[src/rtl/bwb_pkg.sv]
// Package for the Bayer white balance gain block: widths, register codes,
// configuration and queue item types. No dependencies.
package bwb_pkg;

  localparam int unsigned MaxWidth   = 8192;
  localparam int unsigned MaxHeight  = 8192;
  localparam int unsigned ColW       = $clog2(MaxWidth);
  localparam int unsigned RowW       = $clog2(MaxHeight);
  localparam int unsigned SizeW      = 14;
  localparam int unsigned DepthW     = 4;
  localparam int unsigned LevelW     = 12;
  localparam int unsigned GainW      = 12;
  localparam int unsigned PixW       = 16;
  localparam int unsigned AddrW      = 5;
  localparam int unsigned DataW      = 32;
  localparam int unsigned FifoDepth  = 4;
  localparam int unsigned FifoPtrW   = $clog2(FifoDepth);
  localparam int unsigned ProdW      = PixW + 1 + GainW + 1;
  localparam int unsigned SumW       = ProdW + 1;
  localparam int unsigned ShiftW     = 3;

  localparam logic [DepthW-1:0] DepthMin = DepthW'(8);
  localparam logic [DepthW-1:0] DepthMax = DepthW'(12);
  localparam logic [PixW-1:0]   PixMask  = 16'hFFF0;
  localparam logic [PixW-1:0]   PixSat   = 16'hFFFF;

  typedef enum logic [2:0] {
    REG_FRAME_WIDTH  = 3'd0,
    REG_FRAME_HEIGHT = 3'd1,
    REG_BIT_DEPTH    = 3'd2,
    REG_PEDESTAL     = 3'd3,
    REG_GAIN_RED     = 3'd4,
    REG_GAIN_GREEN   = 3'd5,
    REG_GAIN_BLUE    = 3'd6
  } reg_idx_e;

  typedef struct packed {
    logic [SizeW-1:0]  frame_width;
    logic [SizeW-1:0]  frame_height;
    logic [DepthW-1:0] bit_depth;
    logic [LevelW-1:0] pedestal;
    logic [GainW-1:0]  gain_red;
    logic [GainW-1:0]  gain_green;
    logic [GainW-1:0]  gain_blue;
  } cfg_t;

  typedef struct packed {
    logic [PixW-1:0]  raw;
    logic [GainW-1:0] gain;
    logic             eor;
    logic             eof;
  } item_t;

endpackage

[src/rtl/bwb_regs.sv]
// Configuration register file behind the APB-style port.
// Depends on bwb_pkg.
module bwb_regs (
  input  logic                      clk_i,
  input  logic                      rst_ni,
  input  logic                      psel,
  input  logic                      penable,
  input  logic                      pwrite,
  input  logic [bwb_pkg::AddrW-1:0] paddr,
  input  logic [bwb_pkg::DataW-1:0] pwdata,
  output logic [bwb_pkg::DataW-1:0] prdata,
  output logic                      pready,
  output bwb_pkg::cfg_t             cfg_o
);
  import bwb_pkg::*;

  cfg_t     cfg_q, cfg_d;
  reg_idx_e idx;
  logic     wr_en;

  assign idx    = reg_idx_e'(paddr[AddrW-1:2]);
  assign wr_en  = psel & penable & pwrite;
  assign pready = 1'b1;
  assign cfg_o  = cfg_q;

  always_comb begin
    cfg_d = cfg_q;
    if (wr_en) begin
      unique case (idx)
        REG_FRAME_WIDTH:  cfg_d.frame_width  = pwdata[SizeW-1:0];
        REG_FRAME_HEIGHT: cfg_d.frame_height = pwdata[SizeW-1:0];
        REG_BIT_DEPTH:    cfg_d.bit_depth    = pwdata[DepthW-1:0];
        REG_PEDESTAL:     cfg_d.pedestal     = pwdata[LevelW-1:0];
        REG_GAIN_RED:     cfg_d.gain_red     = pwdata[GainW-1:0];
        REG_GAIN_GREEN:   cfg_d.gain_green   = pwdata[GainW-1:0];
        REG_GAIN_BLUE:    cfg_d.gain_blue    = pwdata[GainW-1:0];
        default:          cfg_d = cfg_q;
      endcase
    end
  end

  always_comb begin
    unique case (idx)
      REG_FRAME_WIDTH:  prdata = DataW'(cfg_q.frame_width);
      REG_FRAME_HEIGHT: prdata = DataW'(cfg_q.frame_height);
      REG_BIT_DEPTH:    prdata = DataW'(cfg_q.bit_depth);
      REG_PEDESTAL:     prdata = DataW'(cfg_q.pedestal);
      REG_GAIN_RED:     prdata = DataW'(cfg_q.gain_red);
      REG_GAIN_GREEN:   prdata = DataW'(cfg_q.gain_green);
      REG_GAIN_BLUE:    prdata = DataW'(cfg_q.gain_blue);
      default:          prdata = '0;
    endcase
  end

  always_ff @(posedge clk_i or negedge rst_ni) begin
    if (!rst_ni) begin
      cfg_q.frame_width  <= SizeW'(640);
      cfg_q.frame_height <= SizeW'(480);
      cfg_q.bit_depth    <= DepthW'(10);
      cfg_q.pedestal     <= '0;
      cfg_q.gain_red     <= GainW'(512);
      cfg_q.gain_green   <= GainW'(256);
      cfg_q.gain_blue    <= GainW'(512);
    end else begin
      cfg_q <= cfg_d;
    end
  end

endmodule

[src/rtl/bwb_front.sv]
// Front end: raster position counters, colour site and gain selection.
// Depends on bwb_pkg.
module bwb_front (
  input  logic                     clk_i,
  input  logic                     rst_ni,
  input  bwb_pkg::cfg_t            cfg_i,
  input  logic                     in_valid_i,
  input  logic                     in_ready_i,
  input  logic [bwb_pkg::PixW-1:0] raw_pixel_i,
  output logic                     push_o,
  output bwb_pkg::item_t           item_o
);
  import bwb_pkg::*;

  logic [ColW-1:0]  col_q, col_d;
  logic [RowW-1:0]  row_q, row_d;
  logic [SizeW-1:0] w_clamp, h_clamp;
  logic [ColW-1:0]  col_last;
  logic [RowW-1:0]  row_last;
  logic             eor, row_end;

  always_comb begin
    if (cfg_i.frame_width == '0) begin
      w_clamp = SizeW'(1);
    end else if (cfg_i.frame_width > SizeW'(MaxWidth)) begin
      w_clamp = SizeW'(MaxWidth);
    end else begin
      w_clamp = cfg_i.frame_width;
    end
    if (cfg_i.frame_height == '0) begin
      h_clamp = SizeW'(1);
    end else if (cfg_i.frame_height > SizeW'(MaxHeight)) begin
      h_clamp = SizeW'(MaxHeight);
    end else begin
      h_clamp = cfg_i.frame_height;
    end
  end

  assign col_last = ColW'(w_clamp - SizeW'(1));
  assign row_last = RowW'(h_clamp - SizeW'(1));
  assign eor      = col_q >= col_last;
  assign row_end  = row_q >= row_last;
  assign push_o   = in_valid_i & in_ready_i;

  always_comb begin
    item_o.raw = raw_pixel_i;
    item_o.eor = eor;
    item_o.eof = eor & row_end;
    case ({row_q[0], col_q[0]})
      2'b00:   item_o.gain = cfg_i.gain_red;
      2'b11:   item_o.gain = cfg_i.gain_blue;
      default: item_o.gain = cfg_i.gain_green;
    endcase
  end

  always_comb begin
    col_d = col_q;
    row_d = row_q;
    if (push_o) begin
      if (eor) begin
        col_d = '0;
        row_d = row_end ? '0 : row_q + RowW'(1);
      end else begin
        col_d = col_q + ColW'(1);
      end
    end
  end

  always_ff @(posedge clk_i or negedge rst_ni) begin
    if (!rst_ni) begin
      col_q <= '0;
      row_q <= '0;
    end else begin
      col_q <= col_d;
      row_q <= row_d;
    end
  end

endmodule

[src/rtl/bwb_fifo.sv]
// Short queue between front end and datapath.
// Depends on bwb_pkg.
module bwb_fifo (
  input  logic           clk_i,
  input  logic           rst_ni,
  input  logic           push_i,
  input  bwb_pkg::item_t push_item_i,
  output logic           full_o,
  output logic           empty_o,
  input  logic           pop_i,
  output bwb_pkg::item_t pop_item_o
);
  import bwb_pkg::*;

  item_t               mem_q [FifoDepth];
  logic [FifoPtrW-1:0] wr_q, wr_d, rd_q, rd_d;
  logic [FifoPtrW:0]   cnt_q, cnt_d;
  logic                do_pop;

  assign full_o     = cnt_q == (FifoPtrW+1)'(FifoDepth);
  assign empty_o    = cnt_q == '0;
  assign do_pop     = pop_i & ~empty_o;
  assign pop_item_o = mem_q[rd_q];

  always_comb begin
    wr_d  = push_i ? wr_q + FifoPtrW'(1) : wr_q;
    rd_d  = do_pop ? rd_q + FifoPtrW'(1) : rd_q;
    cnt_d = cnt_q + (FifoPtrW+1)'(push_i) - (FifoPtrW+1)'(do_pop);
  end

  always_ff @(posedge clk_i) begin
    if (push_i) begin
      mem_q[wr_q] <= push_item_i;
    end
  end

  always_ff @(posedge clk_i or negedge rst_ni) begin
    if (!rst_ni) begin
      wr_q  <= '0;
      rd_q  <= '0;
      cnt_q <= '0;
    end else begin
      wr_q  <= wr_d;
      rd_q  <= rd_d;
      cnt_q <= cnt_d;
    end
  end

endmodule

[src/rtl/bwb_back.sv]
// Datapath: black offset, gain multiply, clamp, mask, scale and saturate,
// ending in the output register. Depends on bwb_pkg.
module bwb_back (
  input  logic                     clk_i,
  input  logic                     rst_ni,
  input  bwb_pkg::cfg_t            cfg_i,
  input  logic                     empty_i,
  input  bwb_pkg::item_t           item_i,
  output logic                     pop_o,
  output logic                     out_valid_o,
  input  logic                     out_ready_i,
  output logic [bwb_pkg::PixW-1:0] corrected_pixel_o,
  output logic                     end_of_row_o,
  output logic                     end_of_frame_o
);
  import bwb_pkg::*;

  logic [DepthW-1:0]       depth;
  logic [ShiftW-1:0]       shift;
  logic [PixW-1:0]         opb;
  logic signed [PixW:0]    diff;
  logic signed [ProdW-1:0] prod;
  logic signed [SumW-1:0]  sum;
  logic [PixW-1:0]         res;
  logic [PixW+3:0]         scaled;
  logic                    en;

  logic                    s1_valid_q;
  logic signed [ProdW-1:0] s1_prod_q;
  logic                    s1_eor_q, s1_eof_q;
  logic                    out_valid_q;
  logic [PixW-1:0]         pix_q;
  logic                    eor_q, eof_q;

  always_comb begin
    if (cfg_i.bit_depth < DepthMin) begin
      depth = DepthMin;
    end else if (cfg_i.bit_depth > DepthMax) begin
      depth = DepthMax;
    end else begin
      depth = cfg_i.bit_depth;
    end
  end

  assign shift = ShiftW'(DepthMax - depth);
  assign opb   = {cfg_i.pedestal, 4'b0} >> shift;
  assign diff  = $signed({1'b0, item_i.raw}) - $signed({1'b0, opb});
  assign prod  = ProdW'(diff) * $signed({{(ProdW-GainW){1'b0}}, item_i.gain});

  assign sum    = SumW'(s1_prod_q) + $signed({{(SumW-PixW-8){1'b0}}, opb, 8'b0});
  assign res    = sum[SumW-1] ? '0 : (sum[PixW+7:8] & PixMask);
  assign scaled = {4'b0, res} << shift;

  assign en          = ~out_valid_q | out_ready_i;
  assign pop_o       = en & ~empty_i;
  assign out_valid_o = out_valid_q;
  assign corrected_pixel_o = pix_q;
  assign end_of_row_o      = eor_q;
  assign end_of_frame_o    = eof_q;

  always_ff @(posedge clk_i) begin
    if (en) begin
      s1_prod_q <= prod;
      s1_eor_q  <= item_i.eor;
      s1_eof_q  <= item_i.eof;
      pix_q     <= (|scaled[PixW+3:PixW]) ? PixSat : scaled[PixW-1:0];
      eor_q     <= s1_eor_q;
      eof_q     <= s1_eof_q;
    end
  end

  always_ff @(posedge clk_i or negedge rst_ni) begin
    if (!rst_ni) begin
      s1_valid_q  <= 1'b0;
      out_valid_q <= 1'b0;
    end else if (en) begin
      s1_valid_q  <= ~empty_i;
      out_valid_q <= s1_valid_q;
    end
  end

endmodule

[src/rtl/bayer_white_balance_gain.sv]
// Top level of the Bayer white balance gain block.
// Depends on bwb_pkg, bwb_regs, bwb_front, bwb_fifo and bwb_back.
//
// Takes one raw pixel per clock in raster order and returns one corrected
// pixel per clock while out_ready_i stays high, with end-of-row and
// end-of-frame flags. A pixel passes through the four-entry queue behind
// the position counters and the gain multiplier stage, whose result passes
// through clamp, scale and saturate into the output register. Input ready
// drops only when the queue is full, which happens once four beats have
// piled up behind a stalled output.
// Registers are written through the APB-style port and should only change
// while no pixels are in flight.
module bayer_white_balance_gain (
  input  logic                      clk_i,
  input  logic                      rst_ni,
  input  logic                      psel,
  input  logic                      penable,
  input  logic                      pwrite,
  input  logic [bwb_pkg::AddrW-1:0] paddr,
  input  logic [bwb_pkg::DataW-1:0] pwdata,
  output logic [bwb_pkg::DataW-1:0] prdata,
  output logic                      pready,
  input  logic                      in_valid_i,
  output logic                      in_ready_o,
  input  logic [bwb_pkg::PixW-1:0]  raw_pixel_i,
  output logic                      out_valid_o,
  input  logic                      out_ready_i,
  output logic [bwb_pkg::PixW-1:0]  corrected_pixel_o,
  output logic                      end_of_row_o,
  output logic                      end_of_frame_o
);
  import bwb_pkg::*;

  cfg_t  cfg;
  item_t push_item, pop_item;
  logic  push, pop, full, empty;

  assign in_ready_o = ~full;

  bwb_regs u_regs (
    .clk_i   (clk_i),
    .rst_ni  (rst_ni),
    .psel    (psel),
    .penable (penable),
    .pwrite  (pwrite),
    .paddr   (paddr),
    .pwdata  (pwdata),
    .prdata  (prdata),
    .pready  (pready),
    .cfg_o   (cfg)
  );

  bwb_front u_front (
    .clk_i       (clk_i),
    .rst_ni      (rst_ni),
    .cfg_i       (cfg),
    .in_valid_i  (in_valid_i),
    .in_ready_i  (in_ready_o),
    .raw_pixel_i (raw_pixel_i),
    .push_o      (push),
    .item_o      (push_item)
  );

  bwb_fifo u_fifo (
    .clk_i       (clk_i),
    .rst_ni      (rst_ni),
    .push_i      (push),
    .push_item_i (push_item),
    .full_o      (full),
    .empty_o     (empty),
    .pop_i       (pop),
    .pop_item_o  (pop_item)
  );

  bwb_back u_back (
    .clk_i             (clk_i),
    .rst_ni            (rst_ni),
    .cfg_i             (cfg),
    .empty_i           (empty),
    .item_i            (pop_item),
    .pop_o             (pop),
    .out_valid_o       (out_valid_o),
    .out_ready_i       (out_ready_i),
    .corrected_pixel_o (corrected_pixel_o),
    .end_of_row_o      (end_of_row_o),
    .end_of_frame_o    (end_of_frame_o)
  );

endmodule

[config.mk]
export PLATFORM = sky130hd
export DESIGN_NAME = bayer_white_balance_gain
export DESIGN_NICKNAME = d
export VERILOG_FILES = /design/src/rtl/bwb_pkg.sv /design/src/rtl/bwb_regs.sv /design/src/rtl/bwb_front.sv /design/src/rtl/bwb_fifo.sv /design/src/rtl/bwb_back.sv /design/src/rtl/bayer_white_balance_gain.sv
export SDC_FILE = /design/constraint.sdc
export NUM_CORES = 1
export LEC_CHECK = 0
export BUFFER_PORTS_ARGS = -buffer_cell sky130_fd_sc_hd__buf_2
export CAP_MARGIN = 20
export CORE_MARGIN = 8
export CORE_UTILIZATION = 68
export CTS_CLUSTER_DIAMETER = 200
export DETAILED_ROUTE_END_ITERATION = 12
export GPL_ROUTABILITY_DRIVEN = 0
export PLACE_DENSITY = 0.95
export SYNTH_ARGS = -nofsm -noshare
export SYNTH_HDL_FRONTEND = slang
export SYNTH_SLANG_ARGS = --single-unit
[constraint.sdc]
create_clock -name clk_i -period 21 [get_ports clk_i]
set_clock_uncertainty 0.15 [all_clocks]
set_input_delay 4.2 -clock clk_i [delete_from_list [all_inputs] [get_ports clk_i]]
set_output_delay 4.2 -clock clk_i [all_outputs]
set_load 0.1 [all_outputs]
==> results of run 1 <==
[sequential cells by signal, indices dropped and copies added, names as in the netlist, 3 cells and up]
signal	cells
u_front.row_q	13
u_back.s1_prod_q	22
u_back.corrected_pixel_o	13
u_fifo.mem_q	120
u_front.col_q	13
u_fifo.cnt_q	3
u_regs.cfg_o	80
[metrics by stage]
step | worst slack, ps | instances
final | 6310 | 2686
after detailed placement | 6780 | 2625
after global routing | 5640 | 2686
after CTS | 6710 | 2677
after global placement | 7650 | 2623
after floorplan | 9230 | 2193
[worst min-delay path by stage]
stage | start | endpoint | cells past startpoint
after floorplan | u_back.s1_eof_q | u_back.end_of_frame_o | 0
after global placement | u_back.s1_eof_q | u_back.end_of_frame_o | 0
after detailed placement | u_back.s1_eor_q | u_back.end_of_row_o | 0
after CTS | u_back.s1_eof_q | u_back.end_of_frame_o | 0
after global routing | u_back.s1_eof_q | u_back.end_of_frame_o | 0
final | u_back.s1_eof_q | u_back.end_of_frame_o | 0
[kinds of logic (layout without fill, tap and decap cells)]
kind of cell	Yosys count	after routing	synth area share, %
compound gates	333	333	10.2
xor+xnor	80	80	3.10
fa+ha+maj	324	324	24.2
buf+inv	420	465	7.39
flops	274	274	33.9
mux	163	163	9.37
other cells	2	19	0.0332
simple gates	580	580	11.8
[metal layers]
metal	vias up	routed length, um
met2	1610	31000
li1	7470	-
met5	-	0
met3	521	8410
met1	8689	21400
met4	0	5910
[worst reg2reg max path, delay by kind of cell (launching register included)]
| kind | cells | cell delay [ps] |
|---|---|---|
| compound gates | 15 | 5840 |
| fa+ha+maj | 8 | 4300 |
| buf+inv | 7 | 1610 |
| simple gates | 5 | 1540 |
| flops | 1 | 570 |
| mux | 1 | 340 |
| xor+xnor | 1 | 110 |
[final cells by class]
| type | count | area [um^2] | area share (%) |
|---|---|---|---|
| Clock inverter | 10 | 136 | 0.560 |
| Sequential cell | 274 | 7670 | 31.5 |
| Inverter | 311 | 1170 | 4.80 |
| Multi-Input combinational cell | 1499 | 13400 | 54.9 |
| Tap cell | 448 | 561 | 2.30 |
| Clock buffer | 42 | 850 | 3.49 |
| Timing Repair Buffer | 102 | 601 | 2.47 |
[layout by cell type, fill, tap and decap left out, drive strengths merged, types with 8 or more instances in the layout]
| master | n |
|---|---|
| inv | 311 |
| nand2 | 204 |
| fa | 189 |
| nor2 | 162 |
| edfxtp | 159 |
| ha | 135 |
| dfrtp | 104 |
| buf | 97 |
| mux2 | 91 |
| o21ai | 78 |
| xnor2 | 61 |
| a21oi | 49 |
| clkbuf | 47 |
| mux2i | 42 |
| nor2b | 34 |
| mux4 | 30 |
| nand3 | 30 |
| and2 | 29 |
| nor3 | 26 |
| o21a | 23 |
| a22oi | 21 |
| nand2b | 20 |
| a21o | 19 |
| xor2 | 19 |
| conb | 19 |
| and3 | 16 |
| nand4 | 15 |
| o311ai | 14 |
| a211oi | 13 |
| a311oi | 13 |
| a31oi | 11 |
| or3 | 11 |
| o211ai | 11 |
| o31ai | 11 |
| dfstp | 11 |
| nor4 | 10 |
| or2 | 8 |
| a22o | 8 |
==> metrics.md, run 1 <==
| Metric | Value |
|---|---|
| DR WL/cell | 24.8 um |
| CTS sink count | between 200 and 300 |
| DRT Wirelength | between 60 and 70 mm |
| TritonCTS buffer count | 28 |
| Fraction of layout cells with a size suffix above 1 | 13.3% |
| Routing usage on met1 | 38.2% |
| Worst hold path class | reg -> reg |
| PortBufs | 73 |
| Final worst path period share | a little over two thirds |
| H-Tree Depth | 1 |
| Root Buffer | clkbuf_16 |
| Critical path data required time | 21170 ps |
| Setup TNS Final | 0 ps |
| FILL cells | 1930 |
| Worst R2R Path Depth | 37 |
| CORE AREA | ~0.033 mm^2 |
| Post-CTS setup buffer count | 0 |
| Fmax | 0.0681 GHz |
| Hold Slack | around 320 ps |
| Mapped Cells | 2176 |
| Initial DRT Pass Iterations | 9 |
| Drt drc | 0 |
| Largest cells by area after synthesis | edfxtp_1 21%, fa_1 17%, dfrtp_1 12% |
| Syn. warnings | 0 |
| Asr flop ratio synth | 42.0% |
| Status | finished clean |
| Clock Path Buffers | 3 |
| Main synth FF type | edfxtp_1 |
| Clock-pin transition on the worst setup and hold timing paths | 70 ps |
| Worst slew margin | a little over a fifth |
| Worst EP arrival | 14860 ps |
| Reg2reg setup slack | about 6300 ps |
| Total track usage | 33.8% |
| EDFF count, synth | approximately 160 |
| Crit path to | u_back.s1_prod_q[28] |
| CTS tree | built |
| GRT Max-Usage Layer | met2 |
| Met3 GRT Util | 10.2% |
| Design Area, Final | 0.0243 mm^2 |
| Most frequent cells after synthesis | 310 x inv_1, 204 x nand2_1, 189 x fa_1, 162 x nor2_1, 159 x edfxtp_1 |
| Max stage delay on crit path | roughly 990 ps |
| Syn Area/Cell | 10.4 um^2 |
| Die width | 198 um |
| Die area | approximately 0.039 mm^2 |
| Die Ht | a little under 200 um |
| Total vias in the final route | 18300 |
| GR Layer Usage met2 | 54.7% |
| Yosys top cell area share | about a fifth |
| Antenna violations before repair | 0 |
| Number of global-route vias before repair | 19200 |
| Layout Nets | 2600 |
| First-pass GRT wire length | 103 mm |
| Final min period | 14690 ps |
| Top Ports | 113 |
| Cell mode on critical path | inv_1 |
| Clk Latency, worst-skew pair | 580 ps |
| Post-place instance area | ~0.023 mm^2 |
| Largest net degree at the start of global routing | 81 |
| Setup Viol. Count Final | 0 |
| Avg Vias per Cell | 6.81 |
| Slowest cell on crit path | ha_1 |
| RSZ-0062 raised after global routing | no |
| # diodes | 0 |
| Netlist cell types | 75 |
| Iteration-0 DRC Markers | 2654 |
| CP Class | reg -> reg |
| R2r endpoint | u_back.s1_prod_q[28] |
| Yosys top cell by area | edfxtp_1 |
| Cts repair resizes | 0 |
| Initial core utilization | about 68% |
| DP HPWL | approximately 44 mm |
| Seq/Total Area, Yosys | 33.9% |
| Critical path startpoint | u_regs.cfg_o[51] |
| Top-count cell post-synth | inv_1 |
| Crit. End Element | register |
| Hold Vio Cnt, Final | 0 |
| Max Slew Vio Count | 0 |
| Num rows | 67 |
| Crit-path leading delay family | compound AO/OA/AOI/OAI gates |
| GR Overflow Total | 0 |
| Seq cells post-synth | 274 |
| Synth Cell Area | about 0.023 mm^2 |
| Startpoint types | register |
| Hold buffers post-CTS | 0 |
| Final Util | 73.5% |
| Area grow syn2layout | 7.57% |
| CP bufs+invs | 7 |
| Worst Tran Pin Value | 1150 ps |
| Worst path depth | 37 |
| RR Startpoint | u_regs.cfg_o[51] |
| Max_cap viols | 0 |
| Final ANT Viol Nets | 0 |
| Worst-path maximum fanout | 27 |
Power of run 1 is not shown: default switching activity piles up to over one toggle a cycle in this logic, so the estimate is an artifact.
==> run 2: changes to the inputs <==
--- a/config.mk
+++ b/config.mk
@@ -5,14 +5,15 @@
 export SDC_FILE = /design/constraint.sdc
 export NUM_CORES = 1
 export LEC_CHECK = 0
+export ABC_AREA = 1
 export BUFFER_PORTS_ARGS = -buffer_cell sky130_fd_sc_hd__buf_2
 export CAP_MARGIN = 20
 export CORE_MARGIN = 8
-export CORE_UTILIZATION = 68
+export CORE_UTILIZATION = 63
 export CTS_CLUSTER_DIAMETER = 200
 export DETAILED_ROUTE_END_ITERATION = 12
 export GPL_ROUTABILITY_DRIVEN = 0
-export PLACE_DENSITY = 0.95
+export PLACE_DENSITY = 0.93
 export SYNTH_ARGS = -nofsm -noshare
 export SYNTH_HDL_FRONTEND = slang
 export SYNTH_SLANG_ARGS = --single-unit
==> constraint.sdc (replaced) <==
create_clock -name clk_i -period 15.4 [get_ports clk_i]
set_clock_uncertainty 0.15 [all_clocks]
set_input_delay 3.08 -clock clk_i [delete_from_list [all_inputs] [get_ports clk_i]]
set_output_delay 3.08 -clock clk_i [all_outputs]
set_load 0.1 [all_outputs]
==> run 2 against run 1 <==
Final area shrank 0.36%. Non-clock buffer count shrank 12. Final cell count grew 19%. First-iteration DRC count shrank 7.4%. Fmax grew 29%. Count of clock-buffer cells in the layout shrank 7. Synthesized cell count grew 23%. Global-route usage shrank 5.6 points. Critical path depth is the same. Flip-flop and latch count is the same. Sequential share of layout area grew 0.11 points.
==> metrics.md, run 2 <==
| Metric | Value |
|---|---|
| Top-count cell post-synth | nand2_1 (was inv_1) |
| Most frequent cells in the layout | 523 x nand2_1, 502 x inv_1, 242 x nor2_1 (was 310 x inv_1, 204 x nand2_1, 189 x fa_1) |
| Mapped Cells | 2670 (was 2176) |
| Startpoint types | register (unchanged) |
| Setup Viol. Count Final | 0 (unchanged) |
| Clock Path Buffers | 3 (unchanged) |
| First-pass GRT wire length | 96.4 mm (was 103 mm) |
| Avg Vias per Cell | 6.13 (was 6.81) |
| Largest register FFs | 120 (unchanged) |
| Commonest non-fill, non-tap cell in the layout | nand2_1 (was inv_1) |
| Layout Nets | 3088 (was 2600) |
| CP Class | reg -> reg (unchanged) |
| Num rows | 69 (was 67) |
| Yosys top cell by area | edfxtp_1 (unchanged) |
| EDFF count, synth | 159 (unchanged) |
| Worst hold path class | reg -> reg (unchanged) |
| Clock-pin transition on the worst setup and hold timing paths | 70 ps (about the same) |
| Min-delay src | u_back.s1_eor_q (was u_back.s1_eof_q) |
| DP HPWL | 44.3 mm (was 44.2 mm) |
| Area grow syn2layout | 7.04% (was 7.57%) |
| Seq cells post-synth | 274 (unchanged) |
| Max stage delay on crit path | 1200 ps (was 990 ps) |
| Cell mode on critical path | inv_1 (unchanged) |
| Hold buffers post-CTS | 0 (unchanged) |
| Drt drc | 0 (unchanged) |
| TritonCTS buffer count | 27 (was 28) |
| Main synth FF type | edfxtp_1 (unchanged) |
| Hold Vio Cnt, Final | 0 (unchanged) |
| Most frequent cells after synthesis | 523 x nand2_1, 502 x inv_1, 246 x nor2_1, 193 x o21ai_0, 189 x fa_1 (was 310 x inv_1, 204 x nand2_1, 189 x fa_1, 162 x nor2_1, 159 x edfxtp_1) |
| Largest register by flop count | u_fifo.mem_q (unchanged) |
| Synth Cell Area | 0.0227 mm^2 (was 0.0226 mm^2) |
| Worst-path maximum fanout | 39 (was 27) |
| Total track usage | 28.2% (was 33.8%) |
| Largest cells by area after synthesis | edfxtp_1 21%, fa_1 17%, dfrtp_1 11% (was edfxtp_1 21%, fa_1 17%, dfrtp_1 12%) |
| Die Ht | 206 um (was 198 um) |
| Worst EP arrival | 11570 ps (was 14860 ps) |
| Die area | 0.0423 mm^2 (was 0.0394 mm^2) |
| Hold Slack | 306 ps (was 323 ps) |
| Top Ports | 113 (unchanged) |
| DRT Wirelength | 59.9 mm (was 66.7 mm) |
| Syn. warnings | 0 (unchanged) |
| Worst slew margin | 21.3% (was 21.2%) |
| Status | finished clean (unchanged) |
| Iteration-0 DRC Markers | 2458 (was 2654) |
| FILL cells | 2374 (was 1930) |
| Largest net degree at the start of global routing | 69 (was 81) |
| RR Startpoint | u_regs.cfg_o[51] (unchanged) |
| Yosys top cell area share | 21.1% (about the same) |
| Number of global-route vias before repair | 19800 (was 19200) |
| Cts repair resizes | 0 (unchanged) |
| Die width | 206 um (was 198 um) |
| CTS sink count | 274 (unchanged) |
| CORE AREA | 0.0355 mm^2 (was 0.0331 mm^2) |
| Initial core utilization | 63.8% (was 68.3%) |
| Max_cap viols | 0 (unchanged) |
| Fmax | 0.0876 GHz (was 0.0681 GHz) |
| Post-CTS setup buffer count | 0 (unchanged) |
| Final min period | 11410 ps (was 14690 ps) |
| Fraction of layout cells with a size suffix above 1 | 7.52% (was 13.3%) |
| Root Buffer | clkbuf_16 (unchanged) |
| Setup TNS Final | 0 ps (unchanged) |
| RSZ-0062 raised after global routing | no (unchanged) |
| Antenna violations before repair | 4 (was 0) |
| Clk Latency, worst-skew pair | 570 ps (was 580 ps) |
| Initial DRT Pass Iterations | 12 (was 9) |
| CTS tree | built (unchanged) |
| Final ANT Viol Nets | 0 (unchanged) |
| Seq/Total Area, Yosys | 33.8% (was 33.9%) |
| DR WL/cell | 18.8 um (was 24.8 um) |
| Syn Area/Cell | 8.48 um^2 (was 10.4 um^2) |
| Total vias in the final route | 19600 (was 18300) |
| Netlist cell types | 56 (was 75) |
| Max Slew Vio Count | 0 (unchanged) |
| PortBufs | 73 (unchanged) |
| Slowest cell on crit path | ha_1 (unchanged) |
| Critical path data required time | 15550 ps (was 21170 ps) |
| H-Tree Depth | 1 (unchanged) |
| Worst Tran Pin Value | 1170 ps (was 1150 ps) |
| Asr flop ratio synth | 42.0% (unchanged) |
| Crit. End Element | register (unchanged) |
| GR Overflow Total | 0 (unchanged) |
| Final worst path period share | 74.1% (was 69.9%) |
| Critical path startpoint | u_regs.cfg_o[51] (unchanged) |
-- run 2: cell type report --
class | instances | area, um^2 | area share, %
diodes | 3 | 7.51 | 0.0310
clock buffers | 35 | 798 | 3.29
clock inverters | 15 | 141 | 0.583
inverters | 511 | 1920 | 7.92
multi-input cells | 1800 | 12600 | 52.1
flip-flops and latches | 274 | 7670 | 31.6
well taps | 461 | 577 | 2.38
repair buffers | 90 | 499 | 2.06
-- run 2: worst paths after layout --
path / to / slack [ps] / cells past startpoint
hold reg to reg: u_back.end_of_row_o / 310 / 0
setup / recovery: u_back.s1_prod_q[29] / 3990 / 37
max in group asynchronous: u_regs.cfg_o[0] / 11440 / 2
setup reg to reg: u_back.s1_prod_q[29] / 3990 / 37
hold / removal: u_back.end_of_row_o / 310 / 0
min in group asynchronous: u_regs.cfg_o[65] / 2370 / 1
-- run 2: kinds of logic (layout without fill, tap and decap cells) --
logic type,after synthesis,count (layout),synth area share (%)
flip-flops,274,274,33.8
other,2,22,0.0332
adder cells (fa/ha/maj),324,324,24.2
AND/OR/NAND/NOR,990,990,18.6
multiplexers,1,1,0.0497
buffers and inverters,613,651,10.7
AO/OA/AOI/OAI,395,395,9.84
XOR/XNOR,71,71,2.83
-- run 2: critical path: cells and delay by family, from the launching register on --
family / cells / cell delay [ps]
flip-flops: 1 / 630
buffers and inverters: 9 / 1580
AND/OR/NAND/NOR: 10 / 1650
XOR/XNOR: 2 / 900
AO/OA/AOI/OAI: 8 / 1960
adder cells (fa/ha/maj): 8 / 4250
-- run 2: through the flow --
stage | util (%) | cell area, um^2 | setup slack, ps | instances
global placement | 65.6 | 23300 | 5000 | 3133
global route | 68.3 | 24200 | 3550 | 3188
CTS | 68.3 | 24200 | 4450 | 3186
finish | 68.3 | 24200 | 3990 | 3189
detailed placement | 65.7 | 23300 | 4560 | 3136
floorplan | - | 22700 | 6380 | 2687
-- run 2: routing by layer --
layer / up-vias / part of all wire [%] / global-route usage (%)
met5: - / 0.040 / 0
met4: 4 / 5.8 / 15.1
met3: 285 / 11 / 5.92
met2: 1406 / 48 / 47.0
met1: 9294 / 35 / 34.1
li1: 8561 / - / -
Power of run 2 is left out for the same reason.
